### src/design/crc32rb_pkg.sv
// ----------------------------------------------------------------------------
// crc32rb_pkg: shared types and constants of the reflected CRC-32 block engine
// Holds the polynomial, the block geometry, the control word that travels
// from the lane stage to the merge stage, and the elaboration-time functions
// that build the constant XOR matrices of the lanes and of the state path.
// ----------------------------------------------------------------------------
package crc32rb_pkg;

    // Block and CRC geometry.
    localparam int CRB_BLOCK_W = 128;
    localparam int CRB_CRC_W   = 32;
    localparam int CRB_LANES   = 4;

    // Reflected IEEE polynomial and the reset value of the CRC register.
    localparam logic [CRB_CRC_W-1:0] CRB_POLY = 32'hEDB88320;
    localparam logic [CRB_CRC_W-1:0] CRB_INIT = 32'hFFFFFFFF;

    typedef logic [CRB_CRC_W-1:0] crb_word_t;

    // Column j of a matrix is the CRC response to a one in input bit j.
    typedef logic [CRB_CRC_W-1:0][CRB_CRC_W-1:0]   crb_state_mat_t;
    typedef logic [CRB_BLOCK_W-1:0][CRB_CRC_W-1:0] crb_blk_mat_t;

    // Control word of an item held in the lane stage.
    typedef struct packed {
        logic      valid;
        logic      first;
        logic      last;
        crb_word_t seed;
    } crb_ctl_t;

    // Bit-serial reflected CRC over a whole block, LSB of the block first.
    // Only evaluated at elaboration to fill the constant matrices below.
    function automatic crb_word_t crb_feed(input crb_word_t c_in,
                                           input logic [CRB_BLOCK_W-1:0] blk);
        crb_word_t c;
        c = c_in;
        for (int i = 0; i < CRB_BLOCK_W; i++) begin
            c[0] = c[0] ^ blk[i];
            c    = c[0] ? ((c >> 1) ^ CRB_POLY) : (c >> 1);
        end
        return c;
    endfunction

    // Contribution of each block bit to the CRC, starting from a zero state.
    function automatic crb_blk_mat_t crb_block_matrix();
        crb_blk_mat_t m;
        for (int p = 0; p < CRB_BLOCK_W; p++) begin
            m[p] = crb_feed('0, CRB_BLOCK_W'(1) << p);
        end
        return m;
    endfunction

    // Effect of each state bit after a full block of zero data.
    function automatic crb_state_mat_t crb_state_matrix();
        crb_state_mat_t m;
        for (int j = 0; j < CRB_CRC_W; j++) begin
            m[j] = crb_feed(CRB_CRC_W'(1) << j, '0);
        end
        return m;
    endfunction

    // Multiply a state word by a constant 32x32 matrix over GF(2).
    function automatic crb_word_t crb_state_apply(input crb_state_mat_t m,
                                                  input crb_word_t x);
        crb_word_t acc;
        acc = '0;
        for (int j = 0; j < CRB_CRC_W; j++) begin
            if (x[j]) begin
                acc = acc ^ m[j];
            end
        end
        return acc;
    endfunction

endpackage

### src/design/crc32rb_lane.sv
// ----------------------------------------------------------------------------
// crc32rb_lane: one slice of the block folded to a CRC contribution
// Each lane takes its share of the 128-bit block, multiplies it by the
// constant matrix that carries those bits through the rest of the block,
// and registers the 32-bit partial CRC for the merge stage.
// ----------------------------------------------------------------------------
module crc32rb_lane
    import crc32rb_pkg::*;
#(
    parameter int LANE_COUNT = CRB_LANES,
    parameter int LANE_IDX   = 0
) (
    input  logic                              aclk,
    input  logic                              load,
    input  logic [CRB_BLOCK_W/LANE_COUNT-1:0] data,
    output crb_word_t                         contrib
);

    localparam int LANE_W = CRB_BLOCK_W / LANE_COUNT;

    localparam crb_blk_mat_t BLK_MAT = crb_block_matrix();
    localparam logic [LANE_W-1:0][CRB_CRC_W-1:0] LANE_MAT =
        BLK_MAT[LANE_IDX*LANE_W +: LANE_W];

    crb_word_t contrib_reg;
    crb_word_t contrib_next;

    // XOR together the matrix columns of the set data bits.
    always_comb begin
        contrib_next = '0;
        for (int j = 0; j < LANE_W; j++) begin
            if (data[j]) begin
                contrib_next = contrib_next ^ LANE_MAT[j];
            end
        end
    end

    // Partial CRC register, loaded with every accepted word.
    always_ff @(posedge aclk) begin
        if (load) begin
            contrib_reg <= contrib_next;
        end
    end

    assign contrib = contrib_reg;

endmodule

### src/design/crc32rb_merge.sv
// ----------------------------------------------------------------------------
// crc32rb_merge: lane merge, CRC state update and result register
// Combines the lane contributions with the running CRC carried across one
// block, updates the CRC register and holds the result word of a final
// block until the result channel takes it.
// ----------------------------------------------------------------------------
module crc32rb_merge
    import crc32rb_pkg::*;
#(
    parameter int LANE_COUNT = CRB_LANES
) (
    input  logic                              aclk,
    input  logic                              aresetn,
    input  crb_ctl_t                          ctl,
    input  logic [LANE_COUNT-1:0][CRB_CRC_W-1:0] lane_crc,
    output logic                              adv,
    output logic                              m_valid,
    input  logic                              m_ready,
    output crb_word_t                         m_crc
);

    localparam crb_state_mat_t ST_MAT = crb_state_matrix();

    crb_word_t crc_reg;
    crb_word_t crc_next;
    crb_word_t lane_sum;
    crb_word_t base;
    logic      m_valid_reg;
    logic      m_valid_next;
    crb_word_t m_crc_reg;

    // A valid word moves on unless it is final and the result register is full and not being taken.
    assign adv = ctl.valid && (!ctl.last || !m_valid_reg || m_ready);

    // Sum of the lane contributions.
    always_comb begin
        lane_sum = '0;
        for (int i = 0; i < LANE_COUNT; i++) begin
            lane_sum = lane_sum ^ lane_crc[i];
        end
    end

    // Running CRC carried through the block, plus the data contribution.
    assign base     = ctl.first ? ctl.seed : crc_reg;
    assign crc_next = crb_state_apply(ST_MAT, base) ^ lane_sum;

    // Result valid flag: set by a final word, cleared when taken.
    always_comb begin
        m_valid_next = m_valid_reg;
        if (adv && ctl.last) begin
            m_valid_next = 1'b1;
        end else if (m_ready) begin
            m_valid_next = 1'b0;
        end
    end

    // CRC state and result registers.
    always_ff @(posedge aclk) begin
        if (!aresetn) begin
            crc_reg     <= CRB_INIT;
            m_valid_reg <= 1'b0;
        end else begin
            m_valid_reg <= m_valid_next;
            if (adv) begin
                crc_reg <= crc_next;
            end
        end
    end

    always_ff @(posedge aclk) begin
        if (adv && ctl.last) begin
            m_crc_reg <= crc_next;
        end
    end

    assign m_valid = m_valid_reg;
    assign m_crc   = m_crc_reg;

endmodule

### src/design/crc32_reflected_block_update_top.sv
// ----------------------------------------------------------------------------
// crc32_reflected_block_update_top: reflected CRC-32 over 16-byte blocks
//
//   Channel  Direction  Handshake            Word contents
//   s_       in         s_valid / s_ready    data_low, data_high, first, seed, last
//   m_       out        m_valid / m_ready    crc (register value, no final xor)
//
// One block is accepted every cycle while no final block waits. A result is
// valid once its final block has passed the lane registers, which take it on
// acceptance, and the merge stage has loaded the result register. The rate is
// set by the CRC register loop, a single 32x32 XOR matrix plus the lane sum
// per cycle. Reset is synchronous and active low; it empties the pipeline and
// loads the CRC register with all ones. Only a final block that finds the result
// register full and not taken waits; blocks behind it wait too, others flow on.
// ----------------------------------------------------------------------------
module crc32_reflected_block_update_top
    import crc32rb_pkg::*;
#(
    parameter int LANE_COUNT = CRB_LANES
) (
    input  logic        aclk,
    input  logic        aresetn,
    input  logic        s_valid,
    output logic        s_ready,
    input  logic [63:0] s_data_low,
    input  logic [63:0] s_data_high,
    input  logic        s_first,
    input  logic [31:0] s_seed,
    input  logic        s_last,
    output logic        m_valid,
    input  logic        m_ready,
    output logic [31:0] m_crc
);

    localparam int LANE_W = CRB_BLOCK_W / LANE_COUNT;

    logic [CRB_BLOCK_W-1:0]              block;
    logic [LANE_COUNT-1:0][CRB_CRC_W-1:0] lane_crc;
    crb_ctl_t                            ctl_reg;
    crb_ctl_t                            ctl_next;
    logic                                adv;

    // Byte 0 of the block sits in bits 7:0 and is absorbed first.
    assign block = {s_data_high, s_data_low};

    // The lane stage takes a word whenever it is empty or drains this cycle.
    assign s_ready = !ctl_reg.valid || adv;

    always_comb begin
        ctl_next = ctl_reg;
        if (s_ready) begin
            ctl_next.valid = s_valid;
            ctl_next.first = s_first;
            ctl_next.last  = s_last;
            ctl_next.seed  = s_seed;
        end
    end

    always_ff @(posedge aclk) begin
        if (!aresetn) begin
            ctl_reg.valid <= 1'b0;
        end else begin
            ctl_reg <= ctl_next;
        end
    end

    // Lanes fold their slices of the block in parallel.
    for (genvar i = 0; i < LANE_COUNT; i++) begin : g_lane
        crc32rb_lane #(
            .LANE_COUNT (LANE_COUNT),
            .LANE_IDX   (i)
        ) u_lane (
            .aclk    (aclk),
            .load    (s_ready),
            .data    (block[i*LANE_W +: LANE_W]),
            .contrib (lane_crc[i])
        );
    end

    // Merge stage: state update and result register.
    crc32rb_merge #(
        .LANE_COUNT (LANE_COUNT)
    ) u_merge (
        .aclk     (aclk),
        .aresetn  (aresetn),
        .ctl      (ctl_reg),
        .lane_crc (lane_crc),
        .adv      (adv),
        .m_valid  (m_valid),
        .m_ready  (m_ready),
        .m_crc    (m_crc)
    );

`ifndef SYNTH
    // A final word never overwrites a result that is still waiting.
    a_no_overwrite: assert property (@(posedge aclk) disable iff (!aresetn)
        (m_valid && !m_ready) |-> !(adv && ctl_reg.last))
        else $error("final word advanced over a waiting result");

    // A final word that advances shows a result in the next cycle.
    a_last_shows: assert property (@(posedge aclk) disable iff (!aresetn)
        (adv && ctl_reg.last) |=> m_valid)
        else $error("final word produced no result");

    // A held word in the lane stage blocks new input.
    a_hold_blocks: assert property (@(posedge aclk) disable iff (!aresetn)
        (ctl_reg.valid && !adv) |-> !s_ready)
        else $error("input accepted over a held word");

    // Reset empties the result register.
    a_reset_clear: assert property (@(posedge aclk)
        !aresetn |=> !m_valid)
        else $error("result valid after reset");
`endif

endmodule

### config.mk
export PLATFORM = sky130hd
export DESIGN_NAME = crc32_reflected_block_update_top
export DESIGN_NICKNAME = d
export VERILOG_FILES = /design/src/design/crc32rb_pkg.sv /design/src/design/crc32rb_lane.sv /design/src/design/crc32rb_merge.sv /design/src/design/crc32_reflected_block_update_top.sv
export SDC_FILE = /design/constraint.sdc
export NUM_CORES = 1
export LEC_CHECK = 0
export BUFFER_PORTS_ARGS = -buffer_cell sky130_fd_sc_hd__buf_2
export CELL_PAD_IN_SITES_DETAIL_PLACEMENT = 1
export CELL_PAD_IN_SITES_GLOBAL_PLACEMENT = 2
export CORE_MARGIN = 3
export CORE_UTILIZATION = 35
export DETAILED_ROUTE_END_ITERATION = 16
export GPL_TIMING_DRIVEN = 0
export PLACE_DENSITY_LB_ADDON = 0.1
export SYNTH_ARGS = -nofsm -noshare
export SYNTH_HDL_FRONTEND = slang
export SYNTH_HIERARCHICAL = 1
export SYNTH_SLANG_ARGS = --single-unit
### constraint.sdc
create_clock -name aclk -period 7.3 [get_ports aclk]
set_clock_uncertainty 0.15 [all_clocks]
set_input_delay 1.095 -clock aclk [delete_from_list [all_inputs] [get_ports aclk]]
set_output_delay 1.095 -clock aclk [all_outputs]
set_load 0.02 [all_outputs]
**Word level (Yosys, flattened, before mapping)**

Index checks and enable logic that the tools add are counted.

- Register bits: 228
- Logic and storage cells: 343

- Reduce and logical (&&, ||, !) cells: 10
- Multiplexer cells: 163
- Bitwise operators: 159

Operator list:

| cell | number |
|---|---|
| $mux 32 | 84 |
| $mux 31 | 37 |
| $not 16->16 | 31 |
| $mux 30 | 15 |
| $not 15->15 | 25 |
| $not 13->13 | 26 |
| $mux 29 | 11 |
| $not 18->18 | 13 |
| $not 19->19 | 10 |
| $not 22->22 | 8 |
| $not 14->14 | 11 |
| $not 17->17 | 9 |
| $mux 28 | 5 |
| $mux 27 | 5 |
| $xor 32x32->32 | 4 |
| $not 20->20 | 6 |
| $not 12->12 | 8 |
| $mux 26 | 3 |
| $not 21->21 | 3 |
| $not 23->23 | 2 |
| $mux 25 | 1 |
| $not 11->11 | 2 |
| $not 10->10 | 1 |
| $logic_not 1->1 | 3 |
| 5 further kinds | 9 |

**Logic depth before layout (Yosys ltp)**

Gate-level depths: netlist (run 1).

- Depth in word-level cells: 65
- Depth in mapped cells: 11
- Gate-level depth less buffers: 7

**Hierarchy**

The synthesis (run 1) kept the hierarchy.

By module, submodules not included:

| module | times used | sequential area each (µm²) | cells each | area each (µm²) |
|---|---|---|---|---|
| crc32rb_merge | 1 | 1621.6 | 742 | 7773.7 |
| crc32rb_lane at g_lane[3].u_lane | 1 | 960.9 | 226 | 3649.8 |
| crc32rb_lane at g_lane[0].u_lane | 1 | 960.9 | 270 | 3598.5 |
| crc32rb_lane at g_lane[1].u_lane | 1 | 960.9 | 254 | 3394.5 |
| crc32rb_lane at g_lane[2].u_lane | 1 | 960.9 | 262 | 3323.2 |
| crc32_reflected_block_update_top | 1 | 1041.0 | 39 | 1078.5 |

**Worst setup path after synthesis (run 1)**

OpenSTA, ideal clock, no wires.

- Kind: input-to-output
- From: input port m_ready
- To: output port s_ready
- Arrival time: 2644 ps
- Slack: 3411 ps
- Buffers on the path: 1
- Cell stages on the path: 6
- Data required time: 6055 ps
- Cells stage by stage: nor2b_1 nand2_1 nand2_1 clkinv_1 buf_2 nand2b_4

- Longest elaborated chain between the ends: 3

RTL lines:

| item | line | text |
|---|---|---|
| start: declaration | crc32_reflected_block_update_top.sv:31 | `input logic m_ready,` |
| $logic_or 1x1->1 | crc32rb_merge.sv:33 | `assign adv = ctl.valid && (!ctl.last \|\| !m_valid_reg \|\| m_ready);` |
| $logic_and 1x1->1 | crc32rb_merge.sv:33 |  |
| named net adv | crc32_reflected_block_update_top.sv:41 | `logic adv;` |
| $logic_or 1x1->1 | crc32_reflected_block_update_top.sv:47 | `assign s_ready = !ctl_reg.valid \|\| adv;` |
| end: declaration | crc32_reflected_block_update_top.sv:24 | `output logic s_ready,` |

The timed path passes the listed nets, and every way through them passes these cells.

**Worst setup path after layout (run 1)**

Same ends and word-level chain as after synthesis.

==> results of run 1 <==
per-stage QoR:
step | power [mW] | cell area [µm²] | setup WS [ps] | std cells
final | 13.45 | 25340 | 3068 | 2792
after global routing | 14.08 | 25340 | 2891 | 2792
after CTS | 13.57 | 25340 | 3015 | 2792
after detailed placement | 12.08 | 24430 | 3029 | 2741
after global placement | 12.08 | 24380 | 2200 | 2739
after floorplan | 9.233 | 22820 | 3411 | 1793
worst max-delay path, delay by kind of cell:
family | cells | cell delay, ps
buf+inv | 4 | 1040
simple gates | 4 | 810
layout make-up:
class                      count  area (µm²)
multi-input combinational   1405       15460
sequential                   228        6506
clock buffer                  35       768.2
timing repair buffer         102       548.0
tap                          846        1059
fill                        6784       38430
inverter                       4       15.01
clock inverter                16       145.1
buffer                       156       837.1
power groups by stage:
stage               registers [mW]  logic, mW  clock network, mW
CTS                           2.77       9.37               1.43
floorplan                     2.80       6.43                  0
global route                  2.81       9.78               1.48
finish                        2.76       9.31               1.38
global placement              2.78       9.30                  0
detailed placement            2.79       9.29                  0
layout by cell type, fill, tap and decap left out, types with 2 or more instances in the layout:
cell / count
a21o_1: 2
buf_1: 4
mux2i_4: 9
nand2_1: 28
inv_1: 3
a2bb2oi_1: 2
dfxtp_1: 34
xnor3_1: 184
xnor2_1: 731
edfxtp_1: 194
buf_12: 4
nor2_1: 30
xnor3_2: 4
o21ai_1: 7
clkbuf_8: 2
xor3_1: 25
buf_4: 9
clkinv_2: 7
clkinv_1: 3
bufinv_16: 2
clkbuf_2: 7
o21ai_0: 7
xor2_2: 8
buf_6: 9
mux2_2: 2
xor2_1: 240
buf_2: 174
mux2i_2: 10
mux2i_1: 64
nand3_1: 9
xor2_4: 2
o22a_1: 3
clkbuf_16: 29
clkinv_4: 3
clkbuf_1: 54
xnor2_2: 24
logic make-up (layout without fill, tap and decap cells):
family | count (synthesis) | count (layout) | synth area share, %
AOI/OAI and AO/OA | 27 | 27 | 0.7786
xor gates and xnor gates | 1220 | 1220 | 61.22
buffers and inverters | 160 | 313 | 3.734
DFF | 228 | 228 | 28.51
muxes | 85 | 85 | 4.398
and+or+nand+nor | 73 | 73 | 1.360
layer usage:
metal	global-route usage [%]	wire (µm)	up-vias	share of wire, %
met4	3.249	942	0	1.3
li1	-	-	6076	-
met2	37.15	36240	240	49
met3	1.847	2322	53	3.1
met1	29.63	34300	6630	46
met5	0	0	-	0
worst max path at each step:
stage / slack [ps] / cells past startpoint / endpoint / start
floorplan: 3410 / 6 / s_ready / m_ready
global placement: 2200 / 8 / s_ready / m_ready
detailed placement: 3030 / 8 / s_ready / m_ready
CTS: 3020 / 8 / s_ready / m_ready
global route: 2890 / 8 / s_ready / m_ready
finish: 3070 / 8 / s_ready / m_ready
==> results.yml, run 1 <==
global_route:
  grt_max_degree: 58
  grt_antenna_before_repair: 0
  grt_use_total_pct: 21.38
  grt_pass1_wl_um: 103400
  grt_pass1_vias: 13720
  grt-ovfl-total: 0
critical_path:
  r2r_slack_ps: 3960
  worst_path_most_repeated_cell: "buf_2"
  critPathMaxFanout: 31
  r2r-start: "ctl_reg[33]"
  max_stage_delay_ps: 410
  reg2reg_to: "u_merge/crc_reg[0]"
  crit_path_cell_trace: "buf_2 > nor2b_1 > nand2_1 > nand2_1 > clkinv_1 > buf_2 > nand2b_4 > buf_2"
  required_ps: 6050
  startpoint_type: "primary input"
  rr_worst_depth: 9
  end_kind: "output pin"
  slowest_stage: "nand2b_4"
  arrival_ps: 2990
  critPathKind: "in2out"
cells_and_area:
  fin_util_pct: 39.73
  largest_register_ffs: 128
  area_delta_synth_final_pct: 11.05
  drive_gt1_share_pct: 16.19
  nNetsFinal: 2091
  num_antenna_cells: 0
timing:
  fmax_mhz: 236.3
  fin_crit_sh_pct: 57.97
  setup_violations: 0
  period_needed_ps: 4232
  tightest_slew_ps: 899.6
  hold_slack_ps: 399.7
  slew_headroom_pct: 38.31
  hold_viol: 0
  rsz0062_at_grt: "false"
  setup_tns_ps: 0
  drv_slew: 0
outcome:
  outcome: "complete, no violations"
routing:
  ant_nets: 0
  vias: 13000
  drt_iter0_drc: 846
  drt-total-wl_um: 73800
  avgViaCountPerCell: 4.656
  drc_errors: 0
  wl_per_cell_um: 26.43
  drtPass1Iterations: 7
floorplan:
  die_w_um: 261.3
  std_cell_rows: 92
  start_util_pct: 35.78
  dieArea_um2: 68290
  die_h_um: 261.3
  core_area_um2: 63770
  io_pins: 200
synthesis:
  syn_area_um2: 22820
  ys_seq_elements: 228
  synthTopCellsByCount: "731 x xnor2_1, 240 x xor2_1, 194 x edfxtp_1"
  synth_edf_count: 194
  synthesis.nets: 1959
  syn_avg_cell_area_um2: 12.73
  synth_top_cell_area_share_pct: 28.06
  syn_inst: 1793
  synthFlopType: "edfxtp_1"
  ys_warn_count: 6
  yosysUniqueCellTypes: 45
  ys_async_sr_fraction_pct: 0
  synth-seq-area-share_pct: 28.51
  synthMostInstantiatedCell: "xnor2_1"
  synth_top_cell_by_area: "xnor2_1"
  ys_top_cells_by_area: "xnor2_1 28%, edfxtp_1 26%, xnor3_1 18%"
clock_network:
  postCtsSetupRepairBufs: 0
  clk_pin_slew_ps: 60
  cts.sinks: 228
  htree_levels: 1
  cts_buffer_depth: 3
  ctsHoldBuffers: 0
  clock_latency_ps: 560
  cts_root_buffer: "clkbuf_16"
  tritoncts: "done"
  cts-resized-gates: 0
  cts_buffers: 28
place:
  dp_hpwl_um: 60730
  io_buffers: 100
  gp_congestion: 0.8890
power:
  seqPwrFrac_pct: 20.5
  power_frac_comb_pct: 69.2
  power.density_nw_per_um2: 530.8
  leakagePower_nw: 10.38
  ir_drop_v: 0.0002826
  p_clk_share_pct: 10.3
  switchingPower_mw: 5.847
  power.internal_mw: 7.603
  switching_share_pct: 43.47
hold_path:
  min_path_type: "reg2reg"
  hold_path_end: "u_merge/crc_reg[0]"
  min_from: "u_merge/crc_reg[0]"
  min_path_cells: 2
run:
  cap_viol_max_count: 0
(Power assumes the default switching activity.)
==> run 2: changes to the inputs <==
Settings changed: ABC_AREA from default to 1, CORE_UTILIZATION 35 to 31.
Clock period 7.3 ns to 3.8 ns, I/O delays scaled along.
==> run 2 against run 1 <==
  * Final cell count grew 150%
  * Worst hold slack lost 370 ps
  * Clock-buffer cell count shrank 4
  * Synthesized area grew 44%
  * First-iteration DRC count grew 140%
  * Flip-flop and latch count is the same
  * Clock power grew 100%
  * Routed wire length grew 100%
  * Sequential share of layout area shrank 7.9 points
  * Global-route usage grew 5.4 points
  * Via count grew to 2.6 times the previous value
  * Register-to-register slack lost 3400 ps
==> results.yml, run 2 <==
timing:
  drv_slew: 0
  period_needed_ps: 3442
  hold_viol: 0
  slew_headroom_pct: 26.50
  setup_violations: 0
  worst_slack_ps: 358.1
  fmax_mhz: 290.5
  tightest_slew_ps: 1095
  hold_slack_ps: 29.37
  rsz0062_at_grt: "false"
  fin_crit_sh_pct: 90.58
cells_and_area:
  largest_register_ffs: 128
  fillerInstances: 13740
  fin_util_pct: 35.06
  ff_latch_area_um2: 6506
  area_delta_synth_final_pct: 11.50
  drive_gt1_share_pct: 9.778
  final_cell_mix: "2606 x nand2_1, 598 x inv_1, 465 x nand3_1"
  fin_cells: 6935
  nNetsFinal: 5697
  final_area_um2: 36550
  multi_input_area_um2: 22690
  layout_commonest_cell: "nand2_1"
critical_path:
  max_stage_delay_ps: 500
  end_kind: "output pin"
  critPathTopFamily: "buffers and inverters"
  startpoint_type: "flop"
  critPathKind: "reg2out"
  crit_path_cell_trace: "inv_1 > o31ai_2 > clkinv_2 > buf_2 > inv_2 > nand2_8 > buf_2"
  required_ps: 3080
  arrival_ps: 2720
  path_buf_inv: 5
  critPathMaxFanout: 13
  rr_worst_depth: 17
  worst_path_most_repeated_cell: "buf_2"
  slowest_stage: "o31ai_2"
  crit_cells: 7
global_route:
  grt_pass1_wl_um: 217100
  grt_max_degree: 119
  grt_use_total_pct: 26.83
  grt_pass1_vias: 33390
  grt-ovfl-total: 0
  grt_antenna_before_repair: 5
floorplan:
  dieArea_um2: 109700
  std_cell_rows: 118
  die_h_um: 331.2
  core_area_um2: 104200
  die_w_um: 331.2
  io_pins: 200
  start_util_pct: 31.44
place:
  dp_slack_ps: 168.8
  gp_congestion: 0.9261
  placed_area_um2: 35260
  dp_cells: 6848
  dp_hpwl_um: 122700
  io_buffers: 137
clock_network:
  cts_root_buffer: "clkbuf_16"
  cts_buffers: 28
  htree_levels: 1
  cts.sinks: 228
  postCtsSetupRepairBufs: 0
  clock_latency_ps: 590
  cts_buffer_depth: 3
  clk_pin_slew_ps: 60
  tritoncts: "done"
outcome:
  outcome: "complete, no violations"
synthesis:
  synthTopCellsByCount: "2606 x nand2_1, 599 x inv_1, 465 x nand3_1"
  ys_async_sr_fraction_pct: 0
  ys_warn_count: 6
  syn_avg_cell_area_um2: 6.150
  synth_top_cell_area_share_pct: 29.85
  syn_inst: 5329
  ys_top_cells_by_area: "nand2_1 30%, edfxtp_1 18%, xnor2_1 11%"
  ys_seq_elements: 228
  synth_edf_count: 194
  synthesis.nets: 5495
  syn_area_um2: 32780
  synthFlopType: "edfxtp_1"
  synthMostInstantiatedCell: "nand2_1"
  synth-seq-area-share_pct: 19.85
  synth_top_cell_by_area: "nand2_1"
  yosysUniqueCellTypes: 43
run:
  cap_viol_max_count: 0
routing:
  vias: 33330
  wl_per_cell_um: 21.51
  drt-total-wl_um: 149200
  drtPass1Iterations: 5
  drt_iter0_drc: 1994
  drc_errors: 0
  avgViaCountPerCell: 4.806
  ant_nets: 0
power:
  power.density_nw_per_um2: 538.5
  leakagePower_nw: 20.17
  ir_drop_v: 0.0004048
hold_path:
  min_path_type: "in2reg"
  min_path_cells: 1
run 2: changes by cell type after synthesis, sizes merged, moves of 63 or more:
| cell | previous run | this run |
|---|---|---|
| inv | 3 | 631 |
| mux2i | 83 | 0 |
| nand2 | 28 | 2693 |
| nand3 | 9 | 465 |
| nand3b | 0 | 63 |
| xnor2 | 756 | 451 |
| xnor3 | 188 | 1 |
| xor2 | 250 | 430 |
run 2: cell families (layout without fill, tap and decap cells):
logic type,Yosys count,after routing,synth area share [%]
AOI/OAI and AO/OA,57,57,1.027
buffers and inverters,788,1012,11.02
and+or+nand+nor,3374,3374,42.76
xor gates and xnor gates,882,882,25.34
other,0,2,0
DFF,228,228,19.85
run 2: final timing paths:
kind | startpoint | to | slack [ps]
worst min-delay path | s_seed[4] | ctl_reg[4] | 30
worst max-delay path | u_merge/m_valid | s_ready | 360
worst max register to register | ctl_reg[33] | u_merge/m_crc[3] | 600
worst min register to register | u_merge/crc_reg[26] | u_merge/crc_reg[26] | 320
run 2: layout make-up:
cell class | instances | area share (%)
flip-flops and latches | 228 | 17.80
diodes | 2 | 0.01369
repair buffers | 172 | 2.910
clock inverters | 21 | 0.5752
well taps | 1380 | 4.725
plain buffers | 153 | 3.321
multi-input cells | 4313 | 62.08
inverters | 635 | 6.563
clock buffers | 31 | 2.006
run 2: timing repair:
item / CTS / global route
hold buffers: 33 / 0
hold endpoints to repair: 33 / 0
gates resized for setup: 1 / 1
endpoints found under the setup margin: 1 / 1
run 2: stage by stage:
stage / total power, mW / TNS (ps)
detailed placement: 16.92 / 0
global placement: 16.66 / -257760
CTS: 19.84 / 0
global route: 21.30 / 0
finish: 19.68 / 0
floorplan: 12.44 / 0
run 2: layer usage:
| layer | up-vias | GRT usage (%) | wire length, µm |
|---|---|---|---|
| met1 | 16030 | 35.51 | 68220 |
| met5 | - | 0 | 0 |
| li1 | 16540 | - | - |
| met3 | 129 | 1.862 | 5072 |
| met4 | 0 | 5.800 | 3558 |
| met2 | 631 | 47.68 | 72350 |
run 2: where the power goes:
group | internal (mW) | switching, mW
combinational | 4.06 | 8.59
sequential | 3.77 | 0.446
clock | 1.61 | 1.20
